**src/rtl/rfc8_pkg.sv**
```systemverilog
// shared types, constants and crc function for the range frame checker
package rfc8_pkg;

    localparam logic [7:0] HEADER_RESET = 8'h54;
    localparam logic [7:0] CRC_POLY     = 8'h07;

    // byte positions within a frame
    localparam logic [1:0] POS_HEADER = 2'd0;
    localparam logic [1:0] POS_DIST_HI = 2'd1;
    localparam logic [1:0] POS_DIST_LO = 2'd2;
    localparam logic [1:0] POS_CRC    = 2'd3;

    typedef enum logic [1:0] {
        ST_OK      = 2'd0,
        ST_HDR_ERR = 2'd1,
        ST_CRC_ERR = 2'd2
    } t_frame_status;

    typedef struct packed {
        t_frame_status frame_status;
        logic [15:0]   distance;
    } t_frame_result;

    // msb-first crc-8 update over one byte
    function automatic logic [7:0] crc8_update(input logic [7:0] crc, input logic [7:0] b);
        logic [7:0] c;
        c = crc ^ b;
        for (int k = 0; k < 8; k++) begin
            if (c[7]) begin
                c = {c[6:0], 1'b0} ^ CRC_POLY;
            end else begin
                c = {c[6:0], 1'b0};
            end
        end
        return c;
    endfunction

endpackage

```
**src/rtl/rfc8_byte_if.sv**
```systemverilog
// byte request channel
interface rfc8_byte_if;
    logic       valid;
    logic       ready;
    logic [7:0] rx_byte;

    modport source (output valid, output rx_byte, input ready);
    modport sink (input valid, input rx_byte, output ready);
endinterface

```
**src/rtl/rfc8_result_if.sv**
```systemverilog
// frame result channel
interface rfc8_result_if;
    logic        valid;
    logic        ready;
    logic [1:0]  frame_status;
    logic [15:0] distance;

    modport source (output valid, output frame_status, output distance, input ready);
    modport sink (input valid, input frame_status, input distance, output ready);
endinterface

```
**src/rtl/rfc8_cfg_if.sv**
```systemverilog
// header register write channel
interface rfc8_cfg_if;
    logic       valid;
    logic       ready;
    logic [7:0] header_value;

    modport source (output valid, output header_value, input ready);
    modport sink (input valid, input header_value, output ready);
endinterface

```
**src/rtl/rfc8_frame_core.sv**
```systemverilog
// frame position tracking, running crc and status decision
module rfc8_frame_core (
    input  logic                   i_clk,
    input  logic                   i_rst_n,
    input  logic                   i_step,
    input  logic [7:0]             i_byte,
    input  logic [7:0]             i_header,
    output logic                   o_last,
    output rfc8_pkg::t_frame_result o_result
);

    logic [1:0] r_pos;
    logic [1:0] n_pos;
    logic [7:0] r_crc;
    logic [7:0] n_crc;
    logic [7:0] r_dist_hi;
    logic [7:0] r_dist_lo;
    logic       r_hdr_ok;

    assign o_last = (r_pos == rfc8_pkg::POS_CRC);
    assign n_pos  = r_pos + 2'd1;

    // header byte restarts the crc from zero
    assign n_crc = rfc8_pkg::crc8_update(
        (r_pos == rfc8_pkg::POS_HEADER) ? 8'h00 : r_crc, i_byte);

    always_ff @(posedge i_clk) begin
        if (!i_rst_n) begin
            r_pos <= rfc8_pkg::POS_HEADER;
        end else if (i_step) begin
            r_pos <= n_pos;
        end
    end

    always_ff @(posedge i_clk) begin
        if (i_step) begin
            case (r_pos)
                rfc8_pkg::POS_HEADER: begin
                    r_hdr_ok <= (i_byte == i_header);
                    r_crc    <= n_crc;
                end
                rfc8_pkg::POS_DIST_HI: begin
                    r_dist_hi <= i_byte;
                    r_crc     <= n_crc;
                end
                rfc8_pkg::POS_DIST_LO: begin
                    r_dist_lo <= i_byte;
                    r_crc     <= n_crc;
                end
                default: begin
                end
            endcase
        end
    end

    always_comb begin
        if (!r_hdr_ok) begin
            o_result.frame_status = rfc8_pkg::ST_HDR_ERR;
        end else if (r_crc != i_byte) begin
            o_result.frame_status = rfc8_pkg::ST_CRC_ERR;
        end else begin
            o_result.frame_status = rfc8_pkg::ST_OK;
        end
        o_result.distance = {r_dist_hi, r_dist_lo};
    end

endmodule

```
**src/rtl/range_frame_checker_crc8_top.sv**
```systemverilog
// top level of the crc-8 checked range frame checker
// Takes one received byte per cycle and groups bytes into fixed four-byte frames
// (header, distance high, distance low, crc-8 with polynomial 0x07, initial 0).
// After the fourth byte of each frame one result comes out with a status
// (0 good, 1 header mismatch, 2 crc failure) and the big-endian distance; other
// bytes give no result. A byte is held in the input register while a
// combinational crc update and compare feeds the result register, so a result
// is registered from the frame's last byte. Sustained rate is one byte per
// clock; the input stalls only while a finished result waits in the output register
// and the next frame end is already pending. The header register resets to 0x54 and
// is compared with each frame's first byte when that byte is processed. Frame
// alignment is fixed from reset.
module range_frame_checker_crc8_top (
    input  logic        i_clk,
    input  logic        i_rst_n,
    rfc8_byte_if.sink   i_rx,
    rfc8_cfg_if.sink    i_cfg,
    rfc8_result_if.source o_res
);

    logic                    r_in_valid;
    logic [7:0]              r_in_byte;
    logic [7:0]              r_header;
    logic                    r_out_valid;
    rfc8_pkg::t_frame_result r_out;
    logic                    core_last;
    rfc8_pkg::t_frame_result core_result;
    logic                    out_free;
    logic                    advance;

    assign out_free   = !r_out_valid || o_res.ready;
    assign advance    = r_in_valid && (!core_last || out_free);
    assign i_rx.ready = !r_in_valid || advance;
    assign i_cfg.ready = 1'b1;

    always_ff @(posedge i_clk) begin
        if (!i_rst_n) begin
            r_header <= rfc8_pkg::HEADER_RESET;
        end else if (i_cfg.valid) begin
            r_header <= i_cfg.header_value;
        end
    end

    always_ff @(posedge i_clk) begin
        if (!i_rst_n) begin
            r_in_valid <= 1'b0;
        end else if (i_rx.ready) begin
            r_in_valid <= i_rx.valid;
        end
    end

    always_ff @(posedge i_clk) begin
        if (i_rx.ready && i_rx.valid) begin
            r_in_byte <= i_rx.rx_byte;
        end
    end

    rfc8_frame_core u_core (
        .i_clk    (i_clk),
        .i_rst_n  (i_rst_n),
        .i_step   (advance),
        .i_byte   (r_in_byte),
        .i_header (r_header),
        .o_last   (core_last),
        .o_result (core_result)
    );

    always_ff @(posedge i_clk) begin
        if (!i_rst_n) begin
            r_out_valid <= 1'b0;
        end else if (advance && core_last) begin
            r_out_valid <= 1'b1;
        end else if (o_res.ready) begin
            r_out_valid <= 1'b0;
        end
    end

    always_ff @(posedge i_clk) begin
        if (advance && core_last) begin
            r_out <= core_result;
        end
    end

    assign o_res.valid        = r_out_valid;
    assign o_res.frame_status = r_out.frame_status;
    assign o_res.distance     = r_out.distance;

endmodule

```
**src/flat_wrapper.sv**
```systemverilog
// flat-port wrapper written by rule: the top's interface ports become plain ports
module range_frame_checker_crc8_top_flat 
  (i_clk, i_rst_n, i_rx_valid, i_rx_rx_byte, i_rx_ready, i_cfg_valid, i_cfg_header_value, i_cfg_ready, o_res_valid, o_res_frame_status, o_res_distance, o_res_ready);
  rfc8_byte_if i_rx_i ();
  rfc8_cfg_if i_cfg_i ();
  rfc8_result_if o_res_i ();
  input  logic i_clk;
  input  logic i_rst_n;
  input wire logic [$bits(i_rx_i.valid)-1:0] i_rx_valid;
  input wire logic [$bits(i_rx_i.rx_byte)-1:0] i_rx_rx_byte;
  output wire logic [$bits(i_rx_i.ready)-1:0] i_rx_ready;
  input wire logic [$bits(i_cfg_i.valid)-1:0] i_cfg_valid;
  input wire logic [$bits(i_cfg_i.header_value)-1:0] i_cfg_header_value;
  output wire logic [$bits(i_cfg_i.ready)-1:0] i_cfg_ready;
  output wire logic [$bits(o_res_i.valid)-1:0] o_res_valid;
  output wire logic [$bits(o_res_i.frame_status)-1:0] o_res_frame_status;
  output wire logic [$bits(o_res_i.distance)-1:0] o_res_distance;
  input wire logic [$bits(o_res_i.ready)-1:0] o_res_ready;
  assign i_rx_i.valid = i_rx_valid;
  assign i_rx_i.rx_byte = i_rx_rx_byte;
  assign i_rx_ready = i_rx_i.ready;
  assign i_cfg_i.valid = i_cfg_valid;
  assign i_cfg_i.header_value = i_cfg_header_value;
  assign i_cfg_ready = i_cfg_i.ready;
  assign o_res_valid = o_res_i.valid;
  assign o_res_frame_status = o_res_i.frame_status;
  assign o_res_distance = o_res_i.distance;
  assign o_res_i.ready = o_res_ready;
  range_frame_checker_crc8_top u_core (.i_clk(i_clk), .i_rst_n(i_rst_n), .i_rx(i_rx_i), .i_cfg(i_cfg_i), .o_res(o_res_i));
endmodule
```
**config.mk**
```make
export PLATFORM = sky130hd
export DESIGN_NAME = range_frame_checker_crc8_top_flat
export DESIGN_NICKNAME = d
export VERILOG_FILES = /design/src/rtl/rfc8_pkg.sv /design/src/rtl/rfc8_byte_if.sv /design/src/rtl/rfc8_result_if.sv /design/src/rtl/rfc8_cfg_if.sv /design/src/rtl/rfc8_frame_core.sv /design/src/rtl/range_frame_checker_crc8_top.sv /design/src/flat_wrapper.sv
export SDC_FILE = /design/constraint.sdc
export NUM_CORES = 1
export LEC_CHECK = 0
export ABC_AREA = 1
export BUFFER_PORTS_ARGS = -buffer_cell sky130_fd_sc_hd__buf_2
export CORE_AREA = 2 2 73 75
export DETAILED_ROUTE_END_ITERATION = 6
export DIE_AREA = 0 0 75 77
export PLACE_DENSITY = 0.76
export SLEW_MARGIN = 10
export SYNTH_ARGS = -nofsm -noshare
export SYNTH_HDL_FRONTEND = slang
export SYNTH_SLANG_ARGS = --single-unit
```
**constraint.sdc**
```tcl
create_clock -name i_clk -period 1.9 [get_ports i_clk]
set_input_delay 0.285 -clock i_clk [delete_from_list [all_inputs] [get_ports i_clk]]
set_output_delay 0.285 -clock i_clk [all_outputs]
set_load 0.03 [all_outputs]
```
# Word level (Yosys, flattened, before mapping)
# Index checks and enable logic that the tools add are counted.
# W data, S select, Z words.
[word_totals]
input_bits = 21
out_inout_bits = 21
reg_bits = 63
elab_cells = 55
[op_classes]
addsub = 1
bitwise = 9
n_mux = 12
n_reduce_logical = 16
n_eq_ne = 5
[op_table]
columns = ["operator", "n"]
rows = [
  ["$mux W3", 8],
  ["$not A3 Y3", 8],
  ["$eq A8 B8 Y1", 1],
  ["$mux W8", 1],
  ["$ne A8 B8 Y1", 1],
  ["$reduce_and A2 Y1", 4],
  ["$xor A8 B8 Y8", 1],
  ["$eq A2 B2 Y1 const B", 2],
  ["$logic_and A1 B1 Y1", 3],
  ["$logic_not A1 Y1", 3],
  ["$logic_or A1 B1 Y1", 3],
  ["$reduce_or A3 Y1", 1],
  ["$add A2 B1 Y2 const B", 1],
  ["$eq A2 B1 Y1 const B", 1],
  ["$logic_not A2 Y1", 1],
  ["$mux W1", 2],
  ["$mux W2", 1],
  ["$reduce_bool A2 Y1", 1],
]

# Logic depth before layout (Yosys ltp)
[depth]
word_depth = 19
ltp_mapped = 13
ltp_nobuf = 13

# Modules after synthesis
# Synthesis repeated with hierarchy kept, for this count alone.
[unflattened]
hier_cells = 234
area_unflattened_um2 = 2686.3
[by_module_without_submodules]
columns = ["module", "area_each_um2", "cells_per_inst", "instances", "seq_area_each_um2"]
rows = [
  ["rfc8_frame_core", 1490.2, 152, 1, 790.8],
  ["range_frame_checker_crc8_top", 1196.1, 82, 1, 980.9],
]

# Worst setup path after synthesis
# Ideal clock, no wire load.
[synth_timing]
path_type = "register to register"
start = "register u_core.u_core.r_pos[0]"
end = "register u_core.u_core.r_crc[2] (data pin)"
t_arrival_ns = 1.403
stages_incl_launch_ff = 14
setup_slack_ns = 0.245
required_ns = 1.648
setup_time_ns = 0.252
synth_period_minus_slack_ns = 1.655
n_path_buf = 1
path_cell_list = "dfxtp_1 inv_1 ha_1 inv_2 buf_6 nand3_1 nand2_1 inv_1 nand2_1 nand2_1 nand2_1 nand2_1 nand2_1 nand2_1"
[synth_between]
elab_chain_len = 8
elab_cells_between_ends = 12
classes_between = "mux: 6; bitwise: 5; reduce/logical: 1"
[synth_lines]
columns = ["element", "line", "text"]
rows = [
  ["start: declaration", "rfc8_frame_core.sv:12", "logic [1:0] r_pos;"],
  ["start signal: assignment", "rfc8_frame_core.sv:29", "r_pos <= rfc8_pkg::POS_HEADER;"],
  ["start signal: assignment", "rfc8_frame_core.sv:31", "r_pos <= n_pos;"],
  ["$logic_not A2 Y1 (*)", "rfc8_frame_core.sv:25", "(r_pos == rfc8_pkg::POS_HEADER) ? 8'h00 : r_crc, i_byte);"],
  ["$mux W8 (*)", "rfc8_frame_core.sv:25", ""],
  ["$xor A8 B8 Y8 (*)", "rfc8_pkg.sv:27", "c = crc ^ b;"],
  ["$mux W3 or $not A3 Y3 (tied branches)", "n/a", ""],
  ["$not A3 Y3 (no line) or $mux W3 (tied branches)", "n/a", ""],
  ["$mux W3 or $not A3 Y3 (tied branches)", "n/a", ""],
  ["$not A3 Y3 (no line) or $mux W3 (tied branches)", "n/a", ""],
  ["$mux W3 (*)", "rfc8_pkg.sv:29", "if (c[7]) begin"],
  ["net u_core.u_core.n_crc[2]", "rfc8_frame_core.sv:15", "logic [7:0] n_crc;"],
  ["end signal: assignment", "rfc8_frame_core.sv:40", "r_crc <= n_crc;"],
  ["end signal: assignment", "rfc8_frame_core.sv:44", "r_crc <= n_crc;"],
  ["end signal: assignment", "rfc8_frame_core.sv:48", "r_crc <= n_crc;"],
  ["end: declaration", "rfc8_frame_core.sv:14", "logic [7:0] r_crc;"],
]
# Mark *: on every way through the listed nets, which the timed path passes. The rest lies on a longest branch.
# A chain may end at the register's enable or synchronous reset.

# Worst setup path in the final report
[layout_timing]
start = "register u_core.u_core.r_pos[1]"
end = "register u_core.u_core.r_crc[6] (data pin)"
[layout_between]
elab_chain_len = 8
[layout_lines]
columns = ["element", "line"]
rows = [
  ["$logic_not A2 Y1 (*)", "rfc8_frame_core.sv:25"],
  ["$mux W8 (*)", "rfc8_frame_core.sv:25"],
  ["$xor A8 B8 Y8 (*)", "rfc8_pkg.sv:27"],
  ["$mux W3", "rfc8_pkg.sv:29"],
  ["$not A3 Y3 (no line)", "n/a"],
  ["$mux W3", "rfc8_pkg.sv:29"],
  ["$not A3 Y3 (no line)", "n/a"],
  ["$mux W3 (*)", "rfc8_pkg.sv:29"],
  ["net u_core.u_core.n_crc[6]", "rfc8_frame_core.sv:15"],
]
# Marks and branches as above.

==> flow_summary.ini <==
[status]
status = finished clean

[place]
placed_cell_area_um2 = 2970
post-dp-hpwl_um = 2990
port_buffers = 40
place.gp.congestion = 0.819
place_ws_ns = -0.0185

[power_and_ir_drop]
power_frac_comb_pct = 13.9
total_power_mw = 2.96
power.internal_mw = 2.21
p_clk_share_pct = 30.9
power.leakage_nw = 1.32
p_sw_uw = 751
power_frac_seq_pct = 55.2
netSwitchingFraction_pct = 25.4
ir_worst_vdd_uv = 606
power.density_nw_per_um2 = 932

[synth]
synthXorXnorAreaFrac_pct = 10.4
synth_fa_ha_area_share_pct = 1.88
yosys.area_share.simple_pct = 14.7
yosys_warnings = 0
ys_ff_latch = 63
synth_mux_area_share_pct = 0
ys_seq_area_share_pct = 66.5
syn_area_per_cell_um2 = 11.7
syn_area_um2 = 2660
ys_types = 22
syn_inst = 227
synth_nets = 252
synth_top_family_by_area = simple AND/OR/NAND/NOR gates
synth_compound_area_share_pct = 1.97

[critical_path]
worstPathArrival_ns = 1.79
r2r.worst_path.cells = 9
cpPeakStageDelay_ns = 0.33
reg2reg_slack_ns = 0.20
r2r-end = u_core.u_core.r_crc[6]
critPathTopFamily = XOR/XNOR gates
cp-start-kind = flop
path_cells = inv_1 -> ha_4 -> clkinv_2 -> nand2_2 -> xor2_2 -> xor2_1 -> inv_1 -> nand2_1 -> nand2_1
crit-reg2reg-launch = u_core.u_core.r_pos[1]
required_ns = 1.99
cp-end-kind = flop
slowest_stage = dfxtp_1
path_buf_inv = 3
cp_max_fo = 6
criticalPathCategory = reg2reg

[timing]
finalMaxSlewViolations = 0
fin_crit_sh_pct = 89.5
fin_hold_ws_ns = 0.132
finalSetupViolations = 0
rsz0062_at_grt = no
tns_ns = 0
fmax_ghz = 0.588
skew_ns = 0.00787
layout_setup_ws_ns = 0.199
period_needed_ns = 1.70
hold_viol = 0

[clock_tree]
clock_path_buffers = 2
ctsHtreeMaxLevel = 3
cts_tree = yes
clkSinkCount = 63
clk_latency_ns = 0.32
clkTransAtPathRegs_ns = 0.06
cts_buffers = 9
root_buffer = clkbuf_8

[flow_run]
maxCapViolCount = 0

[routing]
drc = 0
drtIter0Drc = 59
ant_nets = 0
viasPerCell = 4.58
drt-total-wl_um = 4030
dr.pass1.iters = 4
wl_per_cell_um = 11.3
dr_total_vias = 1635

[floorplanning]
coreArea_um2 = 4980
die_height_um = 77
io_pins = 42
die-area_um2 = 5780
placementRows = 26
start_util_pct = 53.5
die_w_um = 75

[final_layout]
syn_to_final_growth_pct = 19.3
layout_commonest_cell = nand2_1
drive_above_1_share_pct = 26.1
diodes = 0
final_cell_mix = nand2_1 (55), edfxtp_1 (51), buf_2 (40)
nNetsFinal = 307
final_area_um2 = 3180

[global_routing]
grt_pass1_wl_um = 6620
grt_max_degree = 19
first_global_vias = 1546
antenna_found_initial = 0
globalRoute.totalOverflow = 0
grt_usage_pct = 15.8

[worst_hold_path]
hold_end = u_core.r_in_byte[5]
whs_path_depth = 1
worstHoldStart = i_rx_rx_byte[5]
holdCritPathClass = in2reg
[sequential cells by signal, summed over array words and instances, names as in the netlist, 2 cells and up]
| signal | cells |
|---|---|
| u_core.o_res.frame_status | 2 |
| u_core.o_res.distance | 16 |
| u_core.u_core.r_dist_hi | 8 |
| u_core.u_core.r_pos | 2 |
| u_core.r_in_byte | 8 |
| u_core.u_core.r_dist_lo | 8 |
| u_core.r_header | 8 |
| u_core.u_core.r_crc | 8 |
[area by class of cell]
type / instances / area, um2
Clock inverter: 5 / 26.3
Timing Repair Buffer: 47 / 253
Inverter: 24 / 95.1
Clock buffer: 11 / 131
Timing Repair inverter: 1 / 5.00
Sequential cell: 63 / 1770
Multi-Input combinational cell: 136 / 806
Fill cell: 395 / 1800
Tap cell: 70 / 87.6
[repair_timing]
item | CTS | global route
setup endpoints to repair | 1 | 7
gates cloned | 0 | 1
pin swaps | 0 | 0
gates resized for setup | 1 | 8
setup buffers | 0 | 1
hold buffers | 0 | 0
[cells by family after synthesis]
group / Yosys count
AO/OA/AOI/OAI: 10
AND/OR/NAND/NOR: 94
XOR/XNOR: 27
adder cells (fa/ha/maj): 4
buffers and inverters: 28
flip-flops: 63
other: 1
[worst max path at each step]
| stage | start | endpoint | cells past startpoint |
|---|---|---|---|
| 5_1_grt | u_core.u_core.r_pos[1] | u_core.u_core.r_crc[2] | 13 |
| 6_report | u_core.u_core.r_pos[1] | u_core.u_core.r_crc[6] | 9 |
| 3_3_place_gp | u_core.u_core.r_pos[0] | u_core.u_core.r_crc[2] | 10 |
| 3_5_place_dp | u_core.u_core.r_pos[0] | u_core.u_core.r_crc[2] | 10 |
| 2_1_floorplan | u_core.u_core.r_pos[0] | u_core.u_core.r_crc[2] | 13 |
| 4_1_cts | u_core.u_core.r_pos[0] | u_core.u_core.r_crc[2] | 10 |
[cell usage after synthesis]
cell type / number / area, um2
nand2_1: 58 / 218
edfxtp_1: 51 / 1530
inv_1: 22 / 82.6
xnor2_1: 18 / 158
nor2_1: 17 / 63.8
dfxtp_1: 12 / 240
nand3_1: 11 / 55.1
o21ai_0: 7 / 35.0
nand4_1: 5 / 31.3
xor2_1: 5 / 43.8
ha_1: 4 / 50.1
xor2_2: 3 / 48.8
a21oi_1: 2 / 10.0
clkbuf_1: 2 / 7.51
inv_2: 2 / 7.51
nand2_2: 2 / 12.5
a21boi_0: 1 / 7.51
buf_4: 1 / 7.51
buf_6: 1 / 11.3
conb_1: 1 / 3.75
nand3_2: 1 / 10.0
xor2_4: 1 / 27.5
[power by group through the flow]
| stage | clock network (mW) | logic (mW) | registers [mW] |
|---|---|---|---|
| 2_1_floorplan | 0 | 0.303 | 1.65 |
| 3_3_place_gp | 0 | 0.378 | 1.66 |
| 3_5_place_dp | 0 | 0.386 | 1.66 |
| 4_1_cts | 0.950 | 0.393 | 1.63 |
| 5_1_grt | 0.997 | 0.469 | 1.64 |
| 6_report | 0.914 | 0.411 | 1.63 |
[per-stage QoR]
stage | instances | util (%)
detailed placement | 339 | 59.7
floorplan | 227 | -
finish | 357 | 63.8
global placement | 339 | 59.7
CTS | 355 | 63.0
global route | 357 | 63.8
[layer usage]
metal	share of wire (%)	up-vias	global-route usage (%)
met2	51	45	27.2
met4	1.5	0	7.50
met1	43	730	17.4
met3	4.5	7	4.73
met5	0	-	0
li1	-	853	-
No activity file was read; power rests on OpenSTA's default activity.
